==> src/gpio_pkg.sv <==
`default_nettype none
// ----------------------------------------------------------------------------
// gpio_pkg
// Command codes, default sizes and word layouts of the GPIO port controller.
// ----------------------------------------------------------------------------
package gpio_pkg;

   localparam int DEFAULT_PORTS = 4;
   localparam int DEFAULT_PINS  = 12;

   localparam int CMD_W      = 4;
   localparam int PORT_W     = 2;
   localparam int PIN_W      = 4;
   localparam int LEVELS_W   = 12;
   localparam int DRIVE_W    = 12;
   localparam int REQ_DATA_W = 24;
   localparam int RSP_DATA_W = 32;

   typedef enum logic [CMD_W-1:0] {
      CMD_DIR        = 4'd0,
      CMD_DATA       = 4'd1,
      CMD_TOGGLE     = 4'd2,
      CMD_READ       = 4'd3,
      CMD_IRQ_MODE   = 4'd4,
      CMD_ENABLE     = 4'd5,
      CMD_DISABLE    = 4'd6,
      CMD_IRQ_STATUS = 4'd7,
      CMD_CLEAR_EDGE = 4'd8,
      CMD_SAMPLE     = 4'd9
   } cmd_type;

endpackage : gpio_pkg
`default_nettype wire

==> src/gpio_port_with_pin_interrupts.sv <==
`default_nettype none
// ----------------------------------------------------------------------------
// gpio_port_with_pin_interrupts
// PORTS GPIO ports of PINS pins with direction, output latch, sampled levels
// and per-pin edge or level interrupts.
// ----------------------------------------------------------------------------
// Each request word carries one command for one port and pin, or a sample
// tick with the port's pin levels. One response word comes back per request,
// after the word passes the input register and then the read-modify-write of
// the port registers that loads the response register. Sustained throughput
// is one word per clock while rsp_tready does not stall the response; it is
// set by that single register update, which the next word sees at once. The
// response reports the addressed port's latch and direction after the command,
// the read bit, and irq, the OR of all unmasked pending pins of all ports.
module gpio_port_with_pin_interrupts
   import gpio_pkg::*;
#(
   parameter int PORTS = DEFAULT_PORTS,
   parameter int PINS  = DEFAULT_PINS
) (
   input  wire logic                  clock,
   input  wire logic                  reset,
   input  wire logic                  req_tvalid,
   output logic                       req_tready,
   // port[1:0], pin[5:2], value[6], level_sense[7], both_edges[8],
   // rise_or_high[9], pin_levels[21:10], zero fill[23:22]
   input  wire logic [REQ_DATA_W-1:0] req_tdata,
   // command[3:0]
   input  wire logic [CMD_W-1:0]      req_tuser,
   output logic                       rsp_tvalid,
   input  wire logic                  rsp_tready,
   // read_bit[0], drive_data[12:1], drive_enable[24:13], irq[25],
   // zero fill[31:26]
   output logic [RSP_DATA_W-1:0]      rsp_tdata
);

   // input register
   logic                  in_valid_ff, in_valid_in;
   cmd_type               in_cmd_ff;
   logic [REQ_DATA_W-1:0] in_data_ff;

   // response register
   logic                  rsp_valid_ff, rsp_valid_in;
   logic                  rd_ff;
   logic [DRIVE_W-1:0]    dd_ff;
   logic [DRIVE_W-1:0]    de_ff;
   logic                  irq_ff;

   // port registers
   logic [PORTS-1:0][PINS-1:0] dir_ff,   dir_in;
   logic [PORTS-1:0][PINS-1:0] latch_ff, latch_in;
   logic [PORTS-1:0][PINS-1:0] sample_ff, sample_in;
   logic [PORTS-1:0][PINS-1:0] level_ff, level_in;
   logic [PORTS-1:0][PINS-1:0] dual_ff,  dual_in;
   logic [PORTS-1:0][PINS-1:0] pol_ff,   pol_in;
   logic [PORTS-1:0][PINS-1:0] mask_ff,  mask_in;
   logic [PORTS-1:0][PINS-1:0] edge_ff,  edge_in;

   logic                  move;
   logic [PORT_W-1:0]     f_port;
   logic [PIN_W-1:0]      f_pin;
   logic                  f_value;
   logic                  f_lsense;
   logic                  f_both;
   logic                  f_rise;
   logic [LEVELS_W-1:0]   f_levels;
   logic [PINS-1:0]       levels;
   logic [PINS-1:0]       bit_sel;
   logic                  port_ok;
   logic                  rd_in;
   logic [DRIVE_W-1:0]    dd_in;
   logic [DRIVE_W-1:0]    de_in;
   logic                  irq_in;
   logic                  irq_now;

   function automatic logic [PINS-1:0] pending(
      input logic [PINS-1:0] smp,
      input logic [PINS-1:0] pol,
      input logic [PINS-1:0] lvl,
      input logic [PINS-1:0] edg,
      input logic [PINS-1:0] msk
   );
      pending = (((~(smp ^ pol)) & lvl) | (edg & ~lvl)) & msk;
   endfunction

   function automatic logic [PINS-1:0] put_bit(
      input logic [PINS-1:0] x,
      input logic [PINS-1:0] b,
      input logic            on
   );
      put_bit = on ? (x | b) : (x & ~b);
   endfunction

   // handshake
   assign move         = in_valid_ff && (!rsp_valid_ff || rsp_tready);
   assign req_tready   = !in_valid_ff || move;
   assign in_valid_in  = req_tready ? req_tvalid : in_valid_ff;
   assign rsp_valid_in = move ? 1'b1 : (rsp_tready ? 1'b0 : rsp_valid_ff);

   // field unpacking
   assign f_port   = in_data_ff[1:0];
   assign f_pin    = in_data_ff[5:2];
   assign f_value  = in_data_ff[6];
   assign f_lsense = in_data_ff[7];
   assign f_both   = in_data_ff[8];
   assign f_rise   = in_data_ff[9];
   assign f_levels = in_data_ff[21:10];

   always_comb begin
      logic [31:0] lv_wide;
      lv_wide = 32'(f_levels);
      levels  = lv_wide[PINS-1:0];
      for (int i = 0; i < PINS; i++) begin
         bit_sel[i] = (32'(f_pin) == 32'(i));
      end
      port_ok = (32'(f_port) < PORTS);
   end

   // read-modify-write of the addressed port
   always_comb begin
      logic [PINS-1:0] old;
      logic [PINS-1:0] up;
      logic [PINS-1:0] down;
      logic [PINS-1:0] single;
      logic [PINS-1:0] hit;
      logic [PINS-1:0] any;
      logic [31:0]     dd_wide;
      logic [31:0]     de_wide;
      old       = '0;
      up        = '0;
      down      = '0;
      single    = '0;
      hit       = '0;
      any       = '0;
      dd_wide   = '0;
      de_wide   = '0;
      dir_in    = dir_ff;
      latch_in  = latch_ff;
      sample_in = sample_ff;
      level_in  = level_ff;
      dual_in   = dual_ff;
      pol_in    = pol_ff;
      mask_in   = mask_ff;
      edge_in   = edge_ff;
      rd_in     = 1'b0;
      for (int p = 0; p < PORTS; p++) begin
         if (32'(f_port) == 32'(p)) begin
            unique case (in_cmd_ff)
               CMD_SAMPLE: begin
                  old          = sample_ff[p];
                  up           = levels & ~old;
                  down         = old & ~levels;
                  single       = (up & pol_ff[p]) | (down & ~pol_ff[p]);
                  hit          = (dual_ff[p] & (up | down)) | (~dual_ff[p] & single);
                  edge_in[p]   = edge_ff[p] | (hit & ~level_ff[p]);
                  sample_in[p] = levels;
               end
               CMD_DIR:    dir_in[p]   = put_bit(dir_ff[p], bit_sel, f_value);
               CMD_DATA:   latch_in[p] = put_bit(latch_ff[p], bit_sel, f_value);
               CMD_TOGGLE: latch_in[p] = latch_ff[p] ^ bit_sel;
               CMD_READ: begin
                  rd_in = |(bit_sel & ((dir_ff[p] & latch_ff[p]) |
                                       (~dir_ff[p] & sample_ff[p])));
               end
               CMD_IRQ_MODE: begin
                  level_in[p] = put_bit(level_ff[p], bit_sel, f_lsense);
                  if (!f_lsense) begin
                     dual_in[p] = put_bit(dual_ff[p], bit_sel, f_both);
                  end
                  pol_in[p] = put_bit(pol_ff[p], bit_sel, f_rise);
               end
               CMD_ENABLE:  mask_in[p] = mask_ff[p] | bit_sel;
               CMD_DISABLE: mask_in[p] = mask_ff[p] & ~bit_sel;
               CMD_IRQ_STATUS: begin
                  rd_in = |(bit_sel & pending(sample_ff[p], pol_ff[p], level_ff[p],
                                              edge_ff[p], mask_ff[p]));
               end
               CMD_CLEAR_EDGE: edge_in[p] = edge_ff[p] & ~(bit_sel & ~level_ff[p]);
               default: ;
            endcase
            dd_wide = 32'(latch_in[p]);
            de_wide = 32'(dir_in[p]);
         end
         any = any | pending(sample_in[p], pol_in[p], level_in[p], edge_in[p],
                             mask_in[p]);
      end
      dd_in  = dd_wide[DRIVE_W-1:0];
      de_in  = de_wide[DRIVE_W-1:0];
      irq_in = |any;
   end

   // irq of the stored state, checked against the response
   always_comb begin
      logic [PINS-1:0] acc;
      acc = '0;
      for (int p = 0; p < PORTS; p++) begin
         acc = acc | pending(sample_ff[p], pol_ff[p], level_ff[p], edge_ff[p],
                             mask_ff[p]);
      end
      irq_now = |acc;
   end

   always_ff @(posedge clock) begin
      if (reset) begin
         in_valid_ff  <= 1'b0;
         rsp_valid_ff <= 1'b0;
         dir_ff       <= '0;
         latch_ff     <= '0;
         sample_ff    <= '0;
         level_ff     <= '0;
         dual_ff      <= '0;
         pol_ff       <= '0;
         mask_ff      <= '0;
         edge_ff      <= '0;
      end else begin
         in_valid_ff  <= in_valid_in;
         rsp_valid_ff <= rsp_valid_in;
         if (move) begin
            dir_ff    <= dir_in;
            latch_ff  <= latch_in;
            sample_ff <= sample_in;
            level_ff  <= level_in;
            dual_ff   <= dual_in;
            pol_ff    <= pol_in;
            mask_ff   <= mask_in;
            edge_ff   <= edge_in;
         end
      end
   end

   always_ff @(posedge clock) begin
      if (req_tready && req_tvalid) begin
         in_cmd_ff  <= cmd_type'(req_tuser);
         in_data_ff <= req_tdata;
      end
      if (move) begin
         rd_ff  <= rd_in;
         dd_ff  <= port_ok ? dd_in : '0;
         de_ff  <= port_ok ? de_in : '0;
         irq_ff <= irq_in;
      end
   end

   assign rsp_tvalid = rsp_valid_ff;
   assign rsp_tdata  = {6'd0, irq_ff, de_ff, dd_ff, rd_ff};

   // checks
   a_irq_matches_state: assert property (@(posedge clock) disable iff (reset)
      rsp_valid_ff |-> (irq_ff == irq_now))
      else $error("irq does not match stored port state");

   a_state_holds: assert property (@(posedge clock) disable iff (reset)
      !move |=> ($stable(dir_ff) && $stable(latch_ff) && $stable(edge_ff) &&
                 $stable(mask_ff) && $stable(sample_ff)))
      else $error("port registers changed without a word moving");

   a_bad_port_zero: assert property (@(posedge clock) disable iff (reset)
      (move && !port_ok) |=> (dd_ff == '0 && de_ff == '0))
      else $error("out of range port drove data");

   a_stall_blocks_input: assert property (@(posedge clock) disable iff (reset)
      (in_valid_ff && !move) |-> !req_tready)
      else $error("input taken while input register is held");

endmodule : gpio_port_with_pin_interrupts
`default_nettype wire
==> config.mk <==
export PLATFORM = sky130hd
export DESIGN_NAME = gpio_port_with_pin_interrupts
export DESIGN_NICKNAME = d
export VERILOG_FILES = /design/src/gpio_pkg.sv /design/src/gpio_port_with_pin_interrupts.sv
export SDC_FILE = /design/constraint.sdc
export NUM_CORES = 1
export LEC_CHECK = 0
export BUFFER_PORTS_ARGS = -buffer_cell sky130_fd_sc_hd__buf_2
export CORE_MARGIN = 2
export CORE_UTILIZATION = 60
export CTS_CLUSTER_SIZE = 14
export DETAILED_ROUTE_END_ITERATION = 8
export HOLD_SLACK_MARGIN = 0.1
export PLACE_DENSITY = 0.79
export SLEW_MARGIN = 15
export SYNTH_ARGS = -nofsm -noshare
export SYNTH_HDL_FRONTEND = slang
export SYNTH_SLANG_ARGS = --single-unit
==> constraint.sdc <==
create_clock -name clock -period 7.2 [get_ports clock]
set_input_delay 1.44 -clock clock [delete_from_list [all_inputs] [get_ports clock]]
set_output_delay 1.44 -clock clock [all_outputs]
set_load 0.01 [all_outputs]
==> impl_metrics.json <==
{
  "clkTransAtPathRegs_ns": 0.06,
  "cts_made_buffers": 48,
  "overflow": 0,
  "tns_ns": 0,
  "layout.nets": 3207,
  "cts_tree": "built",
  "p_total_mw": 5.82,
  "maxSlewHeadroom_pct": 12.0,
  "die_h_um": 214,
  "startpoint": "in_cmd_ff[3]$_DFFE_PP_",
  "synth_warnings": 0,
  "drc_errors": 0,
  "ys_top_cells_by_count": "391 x nand2_1, 386 x dfxtp_1, 300 x mux2i_1",
  "rr_startpoint": "in_cmd_ff[3]$_DFFE_PP_",
  "clk-insertion-delay-late_ns": 0.63,
  "ir_drop_mv": 0.199,
  "pwr_density_cell_mw_per_mm2": 202,
  "setup_violations": 0,
  "post_drt_wl_per_cell_um": 27.1,
  "place_congestion": 1.06,
  "drtPass1Iterations": 9,
  "dp.cells": 3621,
  "cp_max_fo": 14,
  "grt_pass1_vias": 24500,
  "min_path_type": "reg -> reg",
  "rsz0062_at_grt": "no",
  "yosys-top-cells-area": "dfxtp_1 29%, mux2i_1 11%, edfxtp_1 5.9%, nand2_1 5.5%, a21oi_1 4.8%",
  "syn_inst": 3196,
  "finalHoldViolCount": 0,
  "start_kind": "flop",
  "crit_path_end_kind": "flop",
  "critical_path.max_stage_delay_ns": 0.98,
  "cts_setup_buffers": 0,
  "cts_max_level": 2,
  "port_buffers": 57,
  "ioPinCount": 66,
  "synth-main-ff-cell": "dfxtp_1",
  "fin_crit_sh_pct": 68.6,
  "grt_usage_pct": 42.4,
  "reg2regPathDepth": 9,
  "coreArea_mm2": 0.0439,
  "worst_clock_skew_ns": 0.0247,
  "final_util_pct": 65.5,
  "synth_top_area_share_pct": 29.1,
  "synth-seq-area-share_pct": 34.9,
  "initial_core_util_pct": 60.5,
  "worstPathRequired_ns": 7.53,
  "path_cells": "nor4bb_1, nand2_1, buf_4, mux2i_1, xnor2_1, a211oi_1, or4_1, nor4_1, nand4_1",
  "cts_hold_buf": 0,
  "crit_path_top_delay_cell": "nor4bb_1",
  "status": "complete, no violations",
  "ys_ff_latch": 438,
  "cts_root_buf": "clkbuf_16",
  "r2r_slack_ns": 2.26,
  "die_area_mm2": 0.0460,
  "grt_first_pass_wirelength_mm": 150,
  "drv_slew": 0,
  "async_reset_ff_share_pct": 0,
  "drtIter0Drc": 3905,
  "clockBufferDepth": 3,
  "period_minus_slack_ns": 4.94,
  "worstSetupEndpoint": "irq_ff$_DFFE_PP_",
  "synth_cell_type_count": 68,
  "grt_max_degree": 170,
  "synth.avg_cell_area_um2": 8.32,
  "vias": 26200,
  "hold_ws_ns": 0.469,
  "layout-drive-gt1-share_pct": 9.46,
  "postRouteWirelength_mm": 101,
  "r2r_end": "irq_ff$_DFFE_PP_",
  "final_cells": 3712,
  "vias_per_cell": 7.05,
  "synth-edff-count": 52,
  "synth.most_common_cell": "nand2_1",
  "hpwl_mm": 66.1,
  "ctsResizeCount": 0,
  "cts_sinks": 438,
  "netlist_area_mm2": 0.0266,
  "cp_data_arrival_time_ns": 5.27,
  "antenna_found_initial": 4,
  "worstMarginPinSlew_ns": 1.31,
  "maxCapViolations": 0,
  "rows": 77,
  "drt.antenna.violating_nets": 0,
  "area_growth_pct": 8.25,
  "path_class": "reg -> reg",
  "die_w_um": 214,
  "synth.largest_area_cell": "dfxtp_1",
  "max_freq_mhz": 202,
  "static-leakage-power_nw": 9.69
}
-- where the power goes --
group / total, mW / switching, mW / internal [mW]
registers: 2.60 / 0.0722 / 2.53
logic: 0.488 / 0.353 / 0.136
clock network: 2.73 / 1.14 / 1.59
total: 5.82 / 1.57 / 4.25
-- kinds of logic after synthesis --
logic type | count (synthesis) | share of synthesized area (%)
multiplexers | 369 | 14.8
AO/OA/AOI/OAI | 810 | 19.3
other | 1 | 0.0141
buffers and inverters | 355 | 5.44
XOR/XNOR | 96 | 3.16
AND/OR/NAND/NOR | 1031 | 17.9
adder cells (fa/ha/maj) | 96 | 4.52
flip-flops | 438 | 34.9
-- worst min path at each step --
stage | from | end | slack (ns) | depth (start not counted)
floorplan | flop | flop | 0.45 | 2
global placement | flop | flop | 0.46 | 2
detailed placement | flop | flop | 0.46 | 2
CTS | flop | flop | 0.47 | 2
global route | flop | flop | 0.50 | 2
finish | flop | flop | 0.47 | 2
-- cell type report --
cell class	count	area (µm²)
well taps	592	741
clock inverters	32	353
repair buffers	112	746
clock buffers	58	1380
flip-flops and latches	438	9290
diodes	1	2.50
inverters	71	272
fillers	3624	15200
multi-input cells	2408	16000
-- critical path: cells and delay by family, from the launching register on --
| family | cells | cell delay, ns |
|---|---|---|
| simple gates | 5 | 2.99 |
| flops | 1 | 0.66 |
| buf+inv | 1 | 0.50 |
| mux | 1 | 0.23 |
| xor+xnor | 1 | 0.17 |
| compound gates | 1 | 0.10 |
-- cells in the final DEF, fill, tap and decap left out, types with 14 or more instances in the layout --
master / instances
nor4_1: 14
nor3b_1: 18
dfxtp_1: 386
o41ai_1: 39
mux2i_1: 300
clkbuf_16: 53
xnor2_1: 96
mux2_2: 55
buf_4: 52
nand3_1: 162
nor2_1: 267
or4_1: 15
inv_1: 70
a22oi_1: 43
o31a_1: 32
a21oi_1: 253
o31ai_1: 24
a311oi_1: 51
nand2_1: 391
mux4_2: 14
a211oi_1: 90
ha_1: 96
buf_2: 56
o21ai_0: 178
nor3_1: 75
edfxtp_1: 52
o22ai_1: 54
-- stage by stage --
step                      instance area (µm²)  worst slack (ns)
after CTS                               28800              2.50
after global placement                  27000              2.64
after floorplan                         26600              3.52
after detailed placement                27000              2.51
final                                   28800              2.26
after global routing                    28800              2.11
-- layer usage --
layer	vias up	share of wire, %	wire length, µm	global-route usage (%)
met3	533	13	13300	11.1
met4	0	8.9	8960	32.3
li1	11400	-	-	-
met5	-	0	0	0
met2	1995	42	42700	63.4
met1	12300	35	35600	52.5
Note: power is estimated with default switching activity, not from simulation.
